**src/rtl/jal_pkg.sv**
```systemverilog
`timescale 1ns / 1ps
`default_nettype none

package jal_pkg;

  // Configuration register map (byte addresses)
  localparam int unsigned RegAddrWidth = 3;
  localparam logic [RegAddrWidth-1:0] RegMaxAccel = 3'd0;

  localparam int unsigned AccelWidth = 15;
  localparam logic [AccelWidth-1:0] AccelReset = 15'd64;

  localparam int unsigned StiffWidth = 7;

  localparam int unsigned ApbDataWidth = 32;

endpackage

`default_nettype wire

```
**src/rtl/joint_acceleration_limiter.sv**
```systemverilog
`timescale 1ns / 1ps
`default_nettype none

// Joint acceleration limiter. One joint setpoint per beat on the slave stream, one limited
// setpoint per beat on the master stream, in order. The block takes a beat in every clock
// cycle unless the master stream stalls; a beat passes the input register, then the result
// register. Each result updates a two-entry angle history that the next beat reads, in the
// same edge that loads the result register, so consecutive beats never wait on each other.
// A switched-off joint or zero stiffness returns the measured angle with stiffness 0. Until
// two results are stored, or while get-up runs, the target passes unchanged. Otherwise a
// growing or reversing speed change is clamped to max_accel_per_cycle (APB byte address 0,
// reset 64) and the angle saturates. Write the register only while the stream is idle.
module joint_acceleration_limiter #(
  parameter int unsigned ANGLE_WIDTH = 16
) (
  input  wire logic                                  clk_i,
  input  wire logic                                  rst_ni,

  input  wire logic                                  s_axis_tvalid,
  output      logic                                  s_axis_tready,
  // target_angle, angle_off, stiffness_in, measured_angle, getup_active, zero pad
  input  wire logic [((2*ANGLE_WIDTH+9+7)/8)*8-1:0]  s_axis_tdata,

  output      logic                                  m_axis_tvalid,
  input  wire logic                                  m_axis_tready,
  // out_angle, out_stiffness, zero pad
  output      logic [((ANGLE_WIDTH+7+7)/8)*8-1:0]    m_axis_tdata,

  input  wire logic                                  psel,
  input  wire logic                                  penable,
  input  wire logic                                  pwrite,
  input  wire logic [jal_pkg::RegAddrWidth-1:0]      paddr,
  input  wire logic [jal_pkg::ApbDataWidth-1:0]      pwdata,
  output      logic [jal_pkg::ApbDataWidth-1:0]      prdata,
  output      logic                                  pready
);

  localparam int unsigned W  = ANGLE_WIDTH;
  localparam int unsigned SW = jal_pkg::StiffWidth;
  localparam int unsigned AW = jal_pkg::AccelWidth;
  // Working width for speeds, speed differences and the unsaturated sum
  localparam int unsigned CW = ((W > AW + 1) ? W : AW + 1) + 4;

  // ---------------------------------------------------------------------------
  // Configuration
  // ---------------------------------------------------------------------------
  logic [AW-1:0] max_accel_q, max_accel_d;
  logic          cfg_wr;

  assign pready = 1'b1;
  assign cfg_wr = psel && penable && pwrite && pready && (paddr == jal_pkg::RegMaxAccel);

  always_comb begin
    max_accel_d = max_accel_q;
    if (cfg_wr) begin
      max_accel_d = pwdata[AW-1:0];
    end
  end

  always_comb begin
    prdata = '0;
    if (paddr == jal_pkg::RegMaxAccel) begin
      prdata[AW-1:0] = max_accel_q;
    end
  end

  always_ff @(posedge clk_i or negedge rst_ni) begin
    if (!rst_ni) begin
      max_accel_q <= jal_pkg::AccelReset;
    end else begin
      max_accel_q <= max_accel_d;
    end
  end

  // ---------------------------------------------------------------------------
  // Handshake: input register feeds result register
  // ---------------------------------------------------------------------------
  logic in_valid_q;
  logic out_valid_q;
  logic out_free;
  logic advance;
  logic in_load;

  assign out_free      = !out_valid_q || m_axis_tready;
  assign advance       = in_valid_q && out_free;
  assign s_axis_tready = !in_valid_q || advance;
  assign in_load       = s_axis_tvalid && s_axis_tready;
  assign m_axis_tvalid = out_valid_q;

  always_ff @(posedge clk_i or negedge rst_ni) begin
    if (!rst_ni) begin
      in_valid_q  <= 1'b0;
      out_valid_q <= 1'b0;
    end else begin
      if (s_axis_tready) begin
        in_valid_q <= s_axis_tvalid;
      end
      if (out_free) begin
        out_valid_q <= in_valid_q;
      end
    end
  end

  // Input register (payload only)
  logic signed [W-1:0]  target_q;
  logic                 off_q;
  logic [SW-1:0]        stiff_q;
  logic signed [W-1:0]  measured_q;
  logic                 getup_q;

  always_ff @(posedge clk_i) begin
    if (in_load) begin
      target_q   <= s_axis_tdata[W-1:0];
      off_q      <= s_axis_tdata[W];
      stiff_q    <= s_axis_tdata[W+SW:W+1];
      measured_q <= s_axis_tdata[2*W+SW:W+SW+1];
      getup_q    <= s_axis_tdata[2*W+SW+1];
    end
  end

  // ---------------------------------------------------------------------------
  // History
  // ---------------------------------------------------------------------------
  logic signed [W-1:0] newest_q;
  logic signed [W-1:0] older_q;
  logic [1:0]          fill_q;

  // ---------------------------------------------------------------------------
  // Limiter datapath
  // ---------------------------------------------------------------------------
  logic signed [CW-1:0] acc;
  logic signed [CW-1:0] old_speed;
  logic signed [CW-1:0] new_speed;
  logic signed [CW-1:0] speed_diff;
  logic signed [CW-1:0] old_mag;
  logic signed [CW-1:0] new_mag;
  logic signed [CW-1:0] clamped_speed;
  logic signed [CW-1:0] sum;
  logic signed [CW-1:0] angle_max;
  logic signed [CW-1:0] angle_min;
  logic                 reversal;
  logic                 joint_off;
  logic                 limit_en;
  logic signed [W-1:0]  result;
  logic [SW-1:0]        stiff_out;

  assign acc       = CW'(signed'({1'b0, max_accel_q}));
  assign old_speed = CW'(newest_q) - CW'(older_q);
  assign new_speed = CW'(target_q) - CW'(newest_q);
  assign speed_diff = new_speed - old_speed;
  assign old_mag   = old_speed[CW-1] ? -old_speed : old_speed;
  assign new_mag   = new_speed[CW-1] ? -new_speed : new_speed;
  assign angle_max = CW'(signed'({1'b0, {(W-1){1'b1}}}));
  assign angle_min = -angle_max - CW'(signed'(2'sb01));

  // Opposite nonzero signs
  assign reversal = (old_speed > 0 && new_speed < 0) || (old_speed < 0 && new_speed > 0);
  assign joint_off = off_q || (stiff_q == '0);
  assign limit_en  = (fill_q == 2'd2) && !getup_q;

  always_comb begin
    if (speed_diff > acc) begin
      clamped_speed = old_speed + acc;
    end else if (speed_diff < -acc) begin
      clamped_speed = old_speed - acc;
    end else begin
      clamped_speed = new_speed;
    end
    sum = CW'(newest_q) + clamped_speed;
  end

  always_comb begin
    result    = target_q;
    stiff_out = stiff_q;
    if (joint_off) begin
      result    = measured_q;
      stiff_out = '0;
    end else if (limit_en) begin
      if (reversal && (old_mag > acc)) begin
        result = newest_q;
      end else if ((new_mag > old_mag) || reversal) begin
        if (sum > angle_max) begin
          result = angle_max[W-1:0];
        end else if (sum < angle_min) begin
          result = angle_min[W-1:0];
        end else begin
          result = sum[W-1:0];
        end
      end
    end
  end

  // History advances with the result register
  always_ff @(posedge clk_i or negedge rst_ni) begin
    if (!rst_ni) begin
      newest_q <= '0;
      older_q  <= '0;
      fill_q   <= 2'd0;
    end else if (advance) begin
      older_q  <= newest_q;
      newest_q <= result;
      if (fill_q != 2'd2) begin
        fill_q <= fill_q + 2'd1;
      end
    end
  end

  // ---------------------------------------------------------------------------
  // Result register
  // ---------------------------------------------------------------------------
  logic signed [W-1:0] out_angle_q;
  logic [SW-1:0]       out_stiff_q;

  always_ff @(posedge clk_i) begin
    if (advance) begin
      out_angle_q <= result;
      out_stiff_q <= stiff_out;
    end
  end

  always_comb begin
    m_axis_tdata            = '0;
    m_axis_tdata[W-1:0]     = out_angle_q;
    m_axis_tdata[W+SW-1:W]  = out_stiff_q;
  end

endmodule

`default_nettype wire
```
**config.mk**
```make
export PLATFORM = sky130hd
export DESIGN_NAME = joint_acceleration_limiter
export DESIGN_NICKNAME = d
export VERILOG_FILES = /design/src/rtl/jal_pkg.sv /design/src/rtl/joint_acceleration_limiter.sv
export SDC_FILE = /design/constraint.sdc
export NUM_CORES = 1
export LEC_CHECK = 0
export ABC_AREA = 1
export BUFFER_PORTS_ARGS = -buffer_cell sky130_fd_sc_hd__buf_2
export CELL_PAD_IN_SITES_DETAIL_PLACEMENT = 0
export CELL_PAD_IN_SITES_GLOBAL_PLACEMENT = 2
export CORE_ASPECT_RATIO = 0.7
export CORE_MARGIN = 5
export CORE_UTILIZATION = 35
export DETAILED_ROUTE_END_ITERATION = 12
export PLACE_DENSITY = 0.83
export SKIP_LAST_GASP = 1
export SLEW_MARGIN = 30
export SYNTH_ARGS = -nofsm -noshare
export SYNTH_HDL_FRONTEND = slang
export SYNTH_SLANG_ARGS = --single-unit
```
**constraint.sdc**
```tcl
create_clock -name clk_i -period 18.45 [get_ports clk_i]
set_clock_uncertainty 0.05 [all_clocks]
set_input_delay 5.535 -clock clk_i [delete_from_list [all_inputs] [get_ports clk_i]]
set_output_delay 5.535 -clock clk_i [all_outputs]
set_load 0.005 [all_outputs]
```
==> impl_metrics.ini <==
[global_routing]
grt_pass1_vias = 11913
grt_max_degree = 52
grt_antenna_before_repair = 0
grt_util_all_layers = 0.2158
grt_pass1_wl_um = 71370
gr-total-overflow = 0

[worst_hold_path]
min_path_type = flip-flop to flip-flop
worstHoldStart = older_q[4]
hold_depth = 2
holdPathEnd = older_q[4]

[outcome]
run_status = finished, final reports clean

[final_layout]
fillCellCount = 4016
area_growth_pct = 12.02
final_layout_size_suffix_gt1_frac = 0.09372
final_common_cell = nand2_1
antenna_cells = 0
nNetsFinal = 2321
most-common-layout-cells = nand2_1, inv_1, ha_1

[logic_synthesis]
syn_area_um2 = 13360
synth_cell_type_count = 55
synth_enable_flop_cells = 64
synth-seq-cells = 115
synth.avg_cell_area_um2 = 6.807
ys.flop_type = edfxtp_1
yosys_warnings = 0
synthArstFlopShare = 0.4435
syn_inst = 1963
synth-seq-area-share = 0.2394

[setup_path]
crit_path_end_kind = output pin
startpoint_type = primary input
rrSetupSlack_ns = 8.72
setup.worst_path.class = primary input to output pin
reg2regPathDepth = 51
cp.required_ns = 12.86
r2r-end = out_angle_q[6]
timing.rr.start = target_q[0]
crit_fanout = 16
worstPathArrival_ns = 6.59

[detailed_routing]
wl_um = 46610
first_pass_iters = 7
drc = 0
ant_nets = 0
vias = 13036
drtIter0Drc = 1243
vias_per_cell = 5.096
wl_per_cell_um = 18.22

[clock_tree]
cts-buffers-inserted = 17
clock-sinks = 115
clockRootBuffer = clkbuf_16
cts_tree = built
worstSkewPairLatency_ns = 0.44
clkTransAtPathRegs_ns = 0.06
cts_resized = 0
cts_hold_buf = 0
htree_levels = 4
cts_setup_buffers = 0
clk_path_buf_depth = 2

[floorplan]
die_h_um = 173.5
start_util = 0.3570
core-area_um2 = 37430
die_w_um = 243.5
ios = 149
rows = 59
die-area_um2 = 42250

[sta]
max_freq_mhz = 82.11
worst_pin_slew_ns = 0.9703
finalHoldViolCount = 0
finalMaxSlewViolations = 0
setup_violations = 0
maxSlewHeadroom = 0.3531
rsz0062_at_grt = no
finalCritPeriodShare = 0.6601
setup_tns_ns = 0
period_needed_ns = 12.18

[placed_design]
port_buffers = 105
dpl.hpwl_um = 38460
gp_congestion = 0.9271

[flow_run]
drv_cap = 0
==> state kept, by name, indices dropped and copies added, names as in the netlist <==
signal         count
measured_q        16
newest_q          16
older_q           16
out_angle_q       16
target_q          16
max_accel_q       15
out_stiff_q        7
stiff_q            7
fill_q             2
getup_q            1
in_valid_q         1
m_axis_tvalid      1
off_q              1
==> through the flow <==
stage               instance area [um2]  hold WS, ns  std cells    util  setup slack [ns]
floorplan                         13450       0.4030       1986       -             6.502
global placement                  14310       0.4212       2526  0.3822             6.308
global route                      14970       0.4756       2558  0.3999             6.186
finish                            14970       0.4372       2558  0.3999             6.271
CTS                               14960       0.4435       2558  0.3997             6.293
detailed placement                14310       0.4272       2526  0.3824             6.292
==> synthesized netlist by cell type, types with 5 or more instances <==
cell type / instances / area [um2]
nor2_1: 137 / 514.2
o21ai_1: 10 / 50.05
fa_1: 6 / 120.1
inv_2: 6 / 22.52
nor3_1: 27 / 135.1
ha_1: 168 / 2102
o21ai_0: 84 / 420.4
nand2_1: 539 / 2023
buf_2: 10 / 50.05
nand3_1: 156 / 780.8
nand2_2: 16 / 100.1
a21boi_1: 6 / 45.04
o31ai_1: 5 / 37.54
xor2_1: 84 / 735.7
xnor2_1: 13 / 113.9
buf_4: 22 / 165.2
nor4_1: 7 / 43.79
a21oi_1: 131 / 655.6
a211oi_1: 6 / 45.04
dfrtp_1: 50 / 1251
nand4_1: 47 / 294.0
inv_1: 281 / 1055
o21bai_1: 7 / 52.55
edfxtp_1: 64 / 1922
clkbuf_1: 24 / 90.09
==> worst max path at each step <==
stage	slack [ns]	end	start
final	6.27	prdata[0]	paddr[1]
after global routing	6.19	prdata[8]	paddr[1]
after CTS	6.29	prdata[12]	paddr[1]
after detailed placement	6.29	prdata[12]	paddr[1]
after global placement	6.31	prdata[6]	paddr[1]
after floorplan	6.50	prdata[10]	paddr[1]
==> critical path: stages <==
cell and delay [ns]:
buf_2 0.09, or3_1 0.65, nor2_1 0.18, buf_2 0.13
==> logic make-up after synthesis <==
group,Yosys count,synth area share
simple gates,954,0.3078
buf+inv,349,0.1068
compound gates,268,0.1089
fa+ha+maj,174,0.1663
flops,115,0.2394
xor+xnor,101,0.07014
other cells,2,0.0005621
==> cell type report <==
cell class | instances | area [um2] | share of cell area
tap | 488 | 610.6 | 0.04079
sequential | 115 | 3199 | 0.2137
clock buffer | 17 | 425.4 | 0.02842
multi-input combinational | 1522 | 8845 | 0.5909
clock inverter | 15 | 221.5 | 0.01480
inverter | 288 | 1081 | 0.07222
timing repair buffer | 113 | 585.6 | 0.03912
==> metal layers <==
metal	wire (um)	vias to the layer above	part of all wire	track usage
met2	17700	369	0.38	0.2877
li1	-	6599	-	-
met3	3347	19	0.072	0.04146
met4	395	0	0.0085	0.03407
met1	25170	6049	0.54	0.3566
met5	0	-	0	0
Power is left out: the tool's default activity adds up to more than one toggle a clock period on the data nets, which glitch-free logic cannot reach.
